==> config.mk <==
export PLATFORM = sky130hd
export DESIGN_NAME = e2e_crc8_protect_check_core
export DESIGN_NICKNAME = d
export VERILOG_FILES = /design/src/rtl/core/e2e_pkg.sv /design/src/rtl/core/e2e_crc8_unit.sv /design/src/rtl/core/e2e_frame_unit.sv /design/src/rtl/core/e2e_crc8_protect_check_core.sv
export SDC_FILE = /design/constraint.sdc
export NUM_CORES = 1
export LEC_CHECK = 0
export BUFFER_PORTS_ARGS = -buffer_cell sky130_fd_sc_hd__clkbuf_2
export CAP_MARGIN = 20
export CELL_PAD_IN_SITES_DETAIL_PLACEMENT = 0
export CELL_PAD_IN_SITES_GLOBAL_PLACEMENT = 1
export CORE_MARGIN = 4
export CORE_UTILIZATION = 49
export DETAILED_ROUTE_END_ITERATION = 6
export GPL_ROUTABILITY_DRIVEN = 0
export PLACE_DENSITY_LB_ADDON = 0.1
export SETUP_SLACK_MARGIN = 0.3
export SYNTH_ARGS = -nofsm -noshare
export SYNTH_HDL_FRONTEND = slang
export SYNTH_HIERARCHICAL = 1
export SYNTH_SLANG_ARGS = --single-unit
export TNS_END_PERCENT = 20
==> constraint.sdc <==
create_clock -name i_clk -period 7.58 [get_ports i_clk]
set_input_delay 0.758 -clock i_clk [delete_from_list [all_inputs] [get_ports i_clk]]
set_output_delay 0.758 -clock i_clk [all_outputs]
set_load 0.01 [all_outputs]
==> src/rtl/core/e2e_pkg.sv <==
// Shared types and constants for the E2E CRC-8 protect/check core.
// Beat structs, status codes and CRC constants. No dependencies.
package e2e_pkg;

    localparam logic [7:0] CRC_POLY   = 8'h1D;
    localparam logic [7:0] CRC_INIT   = 8'hFF;
    localparam logic [3:0] ALIVE_MASK = 4'hF;

    localparam logic       OP_PROTECT = 1'b0;
    localparam logic       OP_CHECK   = 1'b1;

    localparam logic [1:0] STAT_OK       = 2'd0;
    localparam logic [1:0] STAT_SHORT    = 2'd1;
    localparam logic [1:0] STAT_MISMATCH = 2'd2;

    typedef struct packed {
        logic       op;
        logic [7:0] data_id;
        logic [7:0] frame_byte;
        logic       last_byte;
    } t_in_beat;

    typedef struct packed {
        logic [1:0] status;
        logic [7:0] crc_value;
        logic [3:0] alive_nibble;
        logic [7:0] second_byte_out;
    } t_out_beat;

endpackage

==> src/rtl/core/e2e_crc8_unit.sv <==
// One-byte CRC-8 update, SAE J1850 polynomial, MSB first, no reflection.
// Depends on e2e_pkg for the polynomial.
module e2e_crc8_unit (
    input  logic [7:0] i_crc,
    input  logic [7:0] i_byte,
    output logic [7:0] o_crc
);

    always_comb begin
        logic [7:0] c;
        c = i_crc ^ i_byte;
        for (int k = 0; k < 8; k++) begin
            if (c[7]) begin
                c = {c[6:0], 1'b0} ^ e2e_pkg::CRC_POLY;
            end else begin
                c = {c[6:0], 1'b0};
            end
        end
        o_crc = c;
    end

endmodule

==> src/rtl/core/e2e_frame_unit.sv <==
// Frame state (position, mode, CRC accumulator, stored bytes, alive counter)
// and result formation. Depends on e2e_pkg and e2e_crc8_unit.
module e2e_frame_unit (
    input  logic               i_clk,
    input  logic               i_rst_n,
    input  logic               i_step,
    input  e2e_pkg::t_in_beat  i_beat,
    output e2e_pkg::t_out_beat o_res
);

    localparam logic [1:0] POS_CRC  = 2'd0;
    localparam logic [1:0] POS_SEC  = 2'd1;
    localparam logic [1:0] POS_BODY = 2'd2;

    logic [1:0] r_pos,   n_pos;
    logic       r_mode,  n_mode;
    logic [7:0] r_crc,   n_crc;
    logic [7:0] r_rcrc,  n_rcrc;
    logic [7:0] r_sb,    n_sb;
    logic [3:0] r_alive, n_alive;

    logic [7:0] byte_eff;
    logic [7:0] sb_cur;
    logic [7:0] crc_new;

    // alive nibble goes into byte 1 on protect
    assign byte_eff = (r_pos == POS_SEC && r_mode == e2e_pkg::OP_PROTECT)
                    ? {i_beat.frame_byte[7:4], r_alive}
                    : i_beat.frame_byte;
    assign sb_cur   = (r_pos == POS_SEC) ? byte_eff : r_sb;

    e2e_crc8_unit u_crc (
        .i_crc  (r_crc),
        .i_byte (byte_eff),
        .o_crc  (crc_new)
    );

    always_comb begin
        n_pos   = r_pos;
        n_mode  = r_mode;
        n_crc   = r_crc;
        n_rcrc  = r_rcrc;
        n_sb    = r_sb;
        n_alive = r_alive;
        o_res   = '0;
        case (r_pos)
            POS_CRC: begin
                n_mode = i_beat.op;
                n_crc  = e2e_pkg::CRC_INIT ^ i_beat.data_id;
                n_rcrc = i_beat.frame_byte;
                n_pos  = i_beat.last_byte ? POS_CRC : POS_SEC;
                o_res.status = e2e_pkg::STAT_SHORT;
            end
            POS_SEC, POS_BODY: begin
                n_crc = crc_new;
                n_sb  = sb_cur;
                n_pos = i_beat.last_byte ? POS_CRC : POS_BODY;
                o_res.crc_value       = crc_new;
                o_res.second_byte_out = sb_cur;
                if (r_mode == e2e_pkg::OP_PROTECT) begin
                    o_res.status       = e2e_pkg::STAT_OK;
                    o_res.alive_nibble = r_alive;
                    if (i_beat.last_byte) begin
                        n_alive = (r_alive + 4'd1) & e2e_pkg::ALIVE_MASK;
                    end
                end else begin
                    o_res.status       = (crc_new == r_rcrc) ? e2e_pkg::STAT_OK
                                                             : e2e_pkg::STAT_MISMATCH;
                    o_res.alive_nibble = sb_cur[3:0];
                end
            end
            default: begin
                n_pos = POS_CRC;
            end
        endcase
    end

    always_ff @(posedge i_clk) begin
        if (!i_rst_n) begin
            r_pos   <= POS_CRC;
            r_mode  <= e2e_pkg::OP_PROTECT;
            r_crc   <= '0;
            r_rcrc  <= '0;
            r_sb    <= '0;
            r_alive <= '0;
        end else if (i_step) begin
            r_pos   <= n_pos;
            r_mode  <= n_mode;
            r_crc   <= n_crc;
            r_rcrc  <= n_rcrc;
            r_sb    <= n_sb;
            r_alive <= n_alive;
        end
    end

endmodule

==> src/rtl/core/e2e_crc8_protect_check_core.sv <==
// Top level of the E2E CRC-8 protect/check core: input stage, frame unit,
// result register. Depends on e2e_pkg and e2e_frame_unit.
//
// Usage:
//   Input channel (i_in_valid / o_in_ready / i_in_beat) carries one frame
//   byte per beat, byte 0 (the CRC slot) first; last_byte marks the end.
//   op and data_id are taken from byte 0 only. Output channel
//   (o_out_valid / i_out_ready / o_out_beat) carries one result beat per
//   frame: status, computed CRC, alive nibble and final byte 1.
//   Protect (op 0) puts the transmit alive counter into the low nibble of
//   byte 1 and advances it after each frame of two bytes or more; check (op 1)
//   compares the CRC against byte 0. A frame of one byte reports "short".
// Timing:
//   One beat per cycle, unless a final byte waits for the result register. A
//   beat sits in the input register while the 8-step CRC update runs on it;
//   a last byte leaving it is loaded into the result register, raising o_out_valid.
// Reset: clears both valid flags, the frame position and the alive counter.
// Stall: while a result waits, non-final bytes keep flowing; a final byte
//   waits in the input register until the result register frees up, and
//   o_in_ready then follows i_out_ready.
module e2e_crc8_protect_check_core (
    input  logic               i_clk,
    input  logic               i_rst_n,
    input  logic               i_in_valid,
    output logic               o_in_ready,
    input  e2e_pkg::t_in_beat  i_in_beat,
    output logic               o_out_valid,
    input  logic               i_out_ready,
    output e2e_pkg::t_out_beat o_out_beat
);

    // input stage
    logic               r_s1_vld;
    e2e_pkg::t_in_beat  r_s1;
    // result register
    logic               r_out_vld;
    e2e_pkg::t_out_beat r_out;

    logic               out_free;
    logic               s1_drain;
    logic               load_res;
    e2e_pkg::t_out_beat res;

    assign out_free   = !r_out_vld || i_out_ready;
    // non-final bytes never need the result register
    assign s1_drain   = r_s1_vld && (!r_s1.last_byte || out_free);
    assign load_res   = s1_drain && r_s1.last_byte;
    assign o_in_ready = !r_s1_vld || s1_drain;

    e2e_frame_unit u_frame (
        .i_clk   (i_clk),
        .i_rst_n (i_rst_n),
        .i_step  (s1_drain),
        .i_beat  (r_s1),
        .o_res   (res)
    );

    always_ff @(posedge i_clk) begin
        if (!i_rst_n) begin
            r_s1_vld <= 1'b0;
        end else if (o_in_ready) begin
            r_s1_vld <= i_in_valid;
        end
    end

    always_ff @(posedge i_clk) begin
        if (i_in_valid && o_in_ready) begin
            r_s1 <= i_in_beat;
        end
    end

    always_ff @(posedge i_clk) begin
        if (!i_rst_n) begin
            r_out_vld <= 1'b0;
        end else if (out_free) begin
            r_out_vld <= load_res;
        end
    end

    always_ff @(posedge i_clk) begin
        if (load_res) begin
            r_out <= res;
        end
    end

    assign o_out_valid = r_out_vld;
    assign o_out_beat  = r_out;

    // a mid-frame byte is never held back
    a_body_flows: assert property (@(posedge i_clk) disable iff (!i_rst_n)
        (r_s1_vld && !r_s1.last_byte) |-> s1_drain)
        else $error("mid-frame byte stalled");

    // a final byte leaving the input stage always shows up as a result
    a_last_gives_result: assert property (@(posedge i_clk) disable iff (!i_rst_n)
        load_res |=> o_out_valid)
        else $error("final byte produced no result");

    // short frames report all-zero payload fields
    a_short_zero: assert property (@(posedge i_clk) disable iff (!i_rst_n)
        (o_out_valid && o_out_beat.status == e2e_pkg::STAT_SHORT) |->
        (o_out_beat.crc_value == 8'd0 && o_out_beat.alive_nibble == 4'd0 &&
         o_out_beat.second_byte_out == 8'd0))
        else $error("short frame result carries data");

endmodule
==> key figures, run 1 <==
Cells and area
  – Design area: 3710 sq um
  – FILL cells: 564
  – NumNets Final: between 300 and 400
  – Register area: 1860 sq um
  – Ant diodes: 0
  – Area grow syn2layout: 12.7%
  – Fraction of layout cells with a size suffix above 1: 20.1%
  – Multi-input combinational cell area: 1340 sq um

Logic synthesis
  – Yosys warning count: 6
  – Most frequent cell after synthesis: edfxtp_1
  – Top cells by count, synth: edfxtp_1, nand2_1, dfxtp_1, a21oi_1, nor2_1
  – Post-synth net total: between 300 and 400
  – #FFs+latches synth: 73
  – Area leader, netlist: edfxtp_1
  – Seq/Total Area, Yosys: a little under three fifths
  – Netlist cell types: 35
  – Number of synthesized flops with an enable pin: 40
  – Post-Syn Instances: 289
  – Mapped cell area: 3290 sq um
  – Area share of the largest cell type after synthesis: 36.5%
  – Synth area leaders: edfxtp_1, dfxtp_1, xnor2_1, mux2i_1, nand2_1
  – Average cell area after synthesis: 11.4 sq um
  – Asr flop ratio synth: 0%
  – Top_reg_cell synth: edfxtp_1

Setup path
  – Slowest CP cell: ha_1
  – WS Path Type: flip-flop to flip-flop
  – FF-to-FF End: o_out_beat[21]$_DFFE_PP_
  – Req. time, crit path: 7.66 ns
  – Startpoint types: flip-flop
  – CP max FO: 19
  – Crit-path cells: inv_1 -> ha_1 -> nand2b_1 -> mux2_2 -> xnor2_2 -> xnor3_2 -> xnor2_1 -> xor2_1 -> nor4_1 -> a211oi_1
  – R2r setup slk: around 4.2 ns
  – Crit path max-delay family: XOR/XNOR gates
  – Critical path capture point type: flip-flop
  – Critical path arrival: 3.47 ns
  – CP bufs+invs: 1
  – Worst path max stage delay: 0.73 ns
  – RR Startpoint: u_frame/r_pos[1]$_SDFFE_PN0P_
  – Worst Reg2Reg Path Length in Cells: 10

Routing
  – Drt pass-1 iters: 4
  – WL final: ~6.8 mm
  – Via count: 2,212
  – Wirelength per Cell: 16.5 microns
  – Vias per inst: 5.33
  – DRT iter0 DRCs: 135
  – DRC viols: 0
  – Antenna-violating nets left: 0

STA
  – Final Hold Fails: 0
  – Slew margin rel.: around 36%
  – Min Clock Period, post-route: around 3.4 ns
  – Final worst path period share: 44.7%
  – Clk_skew: approximately 0.0079 ns
  – Total negative slack: 0 ns
  – Tightest Pin Transition: 0.957 ns
  – Max frequency: 0.295 GHz
  – RSZ-0062 raised after global routing: no
  – Max-slew violation count: 0
  – Setup Viol. Count Final: 0

Clock network
  – Worst-Skew Late Latency: approximately 0.33 ns
  – CTS Buffer Depth: 2
  – Cells resized by post-CTS repair: 0
  – CTS buffer count: 9
  – # hold bufs at CTS: 0
  – Post-CTS Setup Bufs: 0
  – H-tree Lvls: 3
  – Root buffer cell: clkbuf_8
  – Number of clock sinks: 73
  – CTS tree: done
  – Clk pin slew, worst setup/hold paths: 0.07 ns

Place
  – Area after DPL: 3570 sq um
  – # port buffers: 45
  – Dpl hpwl: 4.62 mm

Power and ir drop
  – Worst VDD drop: 0.138 mV
  – Power Density: 218 nW/um^2
  – LEAKAGE: 0.00151 uW

Outcome
  – Status: finished, final reports clean

Global route
  – GRT Overall Usage: around 18%
  – Vias in the first global route: 2,158
  – Initial antenna violation count: 0
  – Gr ovfl total: 0
  – Largest net degree at the start of global routing: 34
  – First-pass GRT wire length: roughly 11 mm

Worst hold path
  – Critical hold path startpoint: u_frame/r_sb[6]$_SDFFE_PN0P_
  – Hold path depth: 2
  – Hold Path Sink: u_frame/r_sb[6]$_SDFFE_PN0P_
  – Worst min-delay path category: flip-flop to flip-flop

Die
  – Ports: 46
  – Rows: 29
  – Core ar.: 6420 sq um
  – Die height: 90.0 microns
  – Initial cell density of the core: 51.3%
  – Die area: 8100 sq um
  – Die X: ~90 microns

Job
  – Max-cap violations: 0
## logic make-up after synthesis
logic type	count (synthesis)	share of synthesized area, %
AND/OR/NAND/NOR	93	14.3
flip-flops	73	56.5
AO/OA/AOI/OAI	48	9.15
XOR/XNOR	33	9.68
adder cells (fa/ha/maj)	5	1.90
multiplexers	18	5.62
buffers and inverters	19	2.85
## worst register-to-register path, stage by stage, from the launching register on
cell and delay [ns]:
dfxtp_1 0.32, inv_1 0.11, ha_1 0.73, nand2b_1 0.28, mux2_2 0.36, xnor2_2 0.26
xnor3_2 0.41, xnor2_1 0.25, xor2_1 0.10, nor4_1 0.23, a211oi_1 0.11
## layer usage
metal  track usage, %  up-vias  part of all wire (%)
li1                 -     1100                     -
met1             23.9     1047                    46
met2             28.8       57                    47
met3             4.34        8                   5.6
met4             6.12        0                   1.3
met5                0        -                     0
## how the worst max path moves through the flow
| stage | start | to | slack, ns | depth (start not counted) |
|---|---|---|---|---|
| floorplan | u_frame/r_pos[1]$_SDFFE_PN0P_ | o_out_beat[21]$_DFFE_PP_ | 4.83 | 11 |
| global placement | u_frame/r_pos[1]$_SDFFE_PN0P_ | o_out_beat[21]$_DFFE_PP_ | 4.27 | 10 |
| detailed placement | u_frame/r_pos[1]$_SDFFE_PN0P_ | o_out_beat[21]$_DFFE_PP_ | 4.15 | 10 |
| CTS | u_frame/r_pos[1]$_SDFFE_PN0P_ | o_out_beat[21]$_DFFE_PP_ | 4.15 | 10 |
| global route | u_frame/r_pos[1]$_SDFFE_PN0P_ | o_out_beat[21]$_DFFE_PP_ | 3.87 | 10 |
| finish | u_frame/r_pos[1]$_SDFFE_PN0P_ | o_out_beat[21]$_DFFE_PP_ | 4.19 | 10 |
## power breakdown
| group | total (uW) | switching [uW] | leakage, uW | internal [uW] |
|---|---|---|---|---|
| logic | 122 | 67.6 | 0.000777 | 54.0 |
| clock network | 243 | 127 | 0.0000726 | 116 |
| registers | 445 | 12.0 | 0.000657 | 433 |
## cells in the final DEF, fill, tap and decap left out, types with 2 or more instances in the layout
master    count
a211oi_1      5
a21boi_1      3
a21oi_1      21
and2_1       10
buf_4         3
clkbuf_1      4
clkbuf_2     45
clkbuf_8      9
clkinv_1      2
dfxtp_1      33
edfxtp_1     40
ha_1          5
inv_1         4
mux2_2        4
mux2i_1      14
nand2_1      35
nand2b_1      3
nand3_1      11
nand4b_4      2
nor2_1       17
nor2b_1       5
nor3_1        2
nor4_1        2
o211a_1       8
o21ai_0      10
or3_1         2
xnor2_1      17
xnor2_2       2
xor2_1       13
## metrics by stage
| stage | setup WS (ns) | hold WS, ns | total power, uW | cells | utilization (%) |
|---|---|---|---|---|---|
| 2_1_floorplan | 4.83 | 0.436 | 545 | 289 | - |
| 3_3_place_gp | 4.27 | 0.442 | 574 | 400 | 55.5 |
| 3_5_place_dp | 4.15 | 0.446 | 576 | 400 | 55.5 |
| 4_1_cts | 4.15 | 0.455 | 822 | 415 | 57.8 |
| 5_1_grt | 3.87 | 0.470 | 851 | 415 | 57.8 |
| 6_report | 4.19 | 0.459 | 809 | 415 | 57.8 |
## sequential cells by signal (all words and copies together) (netlist names)
signal / flops
u_frame/r_alive: 4
u_frame/r_crc: 8
o_out_valid: 1
u_frame/r_pos: 2
u_frame/r_rcrc: 8
u_frame/r_mode: 1
r_s1_vld: 1
r_s1: 18
o_out_beat: 22
u_frame/r_sb: 8
## area by class of cell
cell class	instances	area share (%)
Inverter	5	0.506
Timing Repair Buffer	48	6.67
Multi-Input combinational cell	197	36.1
Tap cell	77	2.60
Clock inverter	2	0.202
Sequential cell	73	50.2
Clock buffer	13	3.74
Power figures use the tool's default switching activity.
==> run 2, diff against run 1 <==
CORE_UTILIZATION = 45   (was 49)
clock period = 3.35 ns   (was 7.58 ns; I/O delays follow)
==> key figures, run 2 (synthesis gave the netlist of run 1 again) <==
Die
  – Initial cell density of the core: 47.4% (-3.9 points)
  – Die height: 93.6 microns (+4.0%)
  – Rows: 30 (+3.4%)
  – Die area: 8750 sq um (+8.1%)
  – Die X: 93.6 microns (+4.0%)
  – Ports: 46 (unchanged)
  – Core ar.: 6940 sq um (+8.1%)

Routing
  – Via count: 2,206 (-0.27%)
  – WL final: 6.78 mm (-0.83%)
  – DRT iter0 DRCs: 103 (-24%)
  – DRC viols: 0 (unchanged)
  – Drt pass-1 iters: 4 (unchanged)
  – Wirelength per Cell: 15.5 microns (-6.0%)
  – Vias per inst: 5.04 (-5.5%)
  – Antenna-violating nets left: 0 (unchanged)

Setup path
  – WS Path Type: flip-flop to flip-flop
  – CP max FO: 4 (-15)
  – Critical path capture point type: flip-flop
  – Startpoint types: flip-flop
  – Critical path arrival: 2.90 ns (-0.57 ns)
  – Req. time, crit path: 3.44 ns (-4.22 ns)

Global route
  – GRT Overall Usage: 17.0% (-0.94 points)
  – Vias in the first global route: 2,217 (+2.7%)
  – Gr ovfl total: 0 (unchanged)
  – First-pass GRT wire length: 11.3 mm (-1.1%)
  – Largest net degree at the start of global routing: 29 (-15%)
  – Initial antenna violation count: 0 (unchanged)

Clock network
  – Number of clock sinks: 73 (unchanged)
  – CTS buffer count: 9 (unchanged)
  – Worst-Skew Late Latency: 0.34 ns (about the same)
  – Clk pin slew, worst setup/hold paths: 0.08 ns (about the same)
  – CTS tree: done
  – H-tree Lvls: 3 (unchanged)
  – Root buffer cell: clkbuf_8
  – CTS Buffer Depth: 2 (unchanged)
  – # hold bufs at CTS: 0 (unchanged)

Job
  – Max-cap violations: 0 (unchanged)

STA
  – RSZ-0062 raised after global routing: no
  – Slew margin rel.: 37.2% (+1.0 points)
  – Clk_skew: 0.00882 ns (+0.000911 ns)
  – Final worst path period share: 84.0% (+39 points)
  – Max-slew violation count: 0 (unchanged)
  – Setup Viol. Count Final: 0 (unchanged)
  – Min Clock Period, post-route: 2.81 ns (-0.578 ns)
  – Final Hold Fails: 0 (unchanged)
  – Tightest Pin Transition: 0.941 ns (-0.0152 ns)
  – Worst hold slack: 0.165 ns (-0.294 ns)
  – Max frequency: 0.355 GHz (+21%)
  – Total negative slack: 0 ns (unchanged)

Cells and area
  – Leading cell type in the layout, fill and taps excluded: clkbuf_2
  – NumNets Final: 364 (+0.83%)
  – Ant diodes: 0 (unchanged)
  – FILL cells: 621 (+10%)
  – Area grow syn2layout: 15.0%
  – Most frequent cells in the layout: clkbuf_2, edfxtp_1, nand2_1
  – Multi-input combinational cell area: 1360 sq um (+1.6%)
  – Layout Cells excl Fill: 438 (+5.5%)
  – Register area: 1860 sq um (unchanged)
  – Max FFs per register: 22 (unchanged)
  – Fraction of layout cells with a size suffix above 1: 22.5% (+2.4 points)

Outcome
  – Status: finished, final reports clean

Place
  – Placed cell count: 422 (+5.5%)
  – Dpl hpwl: 4.69 mm (+1.7%)
  – # port buffers: 45 (unchanged)

Worst hold path
  – Worst min-delay path category: input pin to flip-flop

Power and ir drop
  – Power Density: 493 nW/um^2 (+130%)
  – LEAKAGE: 0.00154 uW (+2.1%)
  – Worst VDD drop: 0.284 mV (+110%)
[run 2: cell types whose count changed in the layout (fill, tap and decap cells not counted), sizes merged]
cell / previous run / this run
clkinvlp: 0 / 1
buf: 3 / 6
clkbuf: 58 / 57
clkinv: 2 / 3
[run 2: cell type report]
type / count / share of cell area, %
repair buffers: 51 / 7.13
multi-input cells: 197 / 36.0
clock inverters: 4 / 0.561
flip-flops and latches: 73 / 49.1
well taps: 96 / 3.17
clock buffers: 12 / 3.57
inverters: 5 / 0.495
[run 2: worst max-delay path: stages (launching register included)]
cell	delay [ns]
dfxtp_1	0.34
inv_1	0.09
ha_1	0.21
nand2b_1	0.16
mux2_2	0.38
xnor2_2	0.27
xnor3_2	0.43
xnor2_2	0.17
xor2_1	0.15
nor4_1	0.23
a211oi_1	0.12
[run 2: where the power goes]
part           switching, uW  leakage, uW  total [uW]  internal [uW]
sequential              24.7     0.000657        1000            979
combinational            164     0.000804         295            131
clock                    307    0.0000778         571            265
total                    495      0.00154        1870           1370
[run 2: metrics by stage]
stage          area (sq um)  worst slack [ns]  power (uW)  utilization (%)
6_report               3790             0.536        1870             54.6
2_1_floorplan          3290             0.605        1230                -
5_1_grt                3790             0.327        1970             54.6
3_3_place_gp           3610             0.644        1300             52.0
4_1_cts                3770             0.514        1880             54.3
3_5_place_dp           3610             0.532        1300             52.0
[run 2: what timing repair did]
item	4_1_cts	5_1_grt
setup endpoints to repair	0	1
resized for setup	0	3
setup buffers	0	0
[run 2: routing by layer]
layer	up-vias	share of wire, %	global-route usage [%]
met5	-	0	0
met4	0	1.5	5.66
met3	10	4.7	5.63
met2	54	47	27.2
met1	1040	46	21.6
li1	1102	-	-
[run 2: worst paths after layout]
path | start | endpoint | slack (ns) | cells past startpoint
worst max-delay path | u_frame/r_pos[1]$_SDFFE_PN0P_ | o_out_beat[21]$_DFFE_PP_ | 0.54 | 10
worst min-delay path | i_in_beat[17] | r_s1[17]$_DFFE_PP_ | 0.16 | 1
worst max register to register | u_frame/r_pos[1]$_SDFFE_PN0P_ | o_out_beat[21]$_DFFE_PP_ | 0.54 | 10
worst min register to register | u_frame/r_sb[6]$_SDFFE_PN0P_ | u_frame/r_sb[6]$_SDFFE_PN0P_ | 0.46 | 2
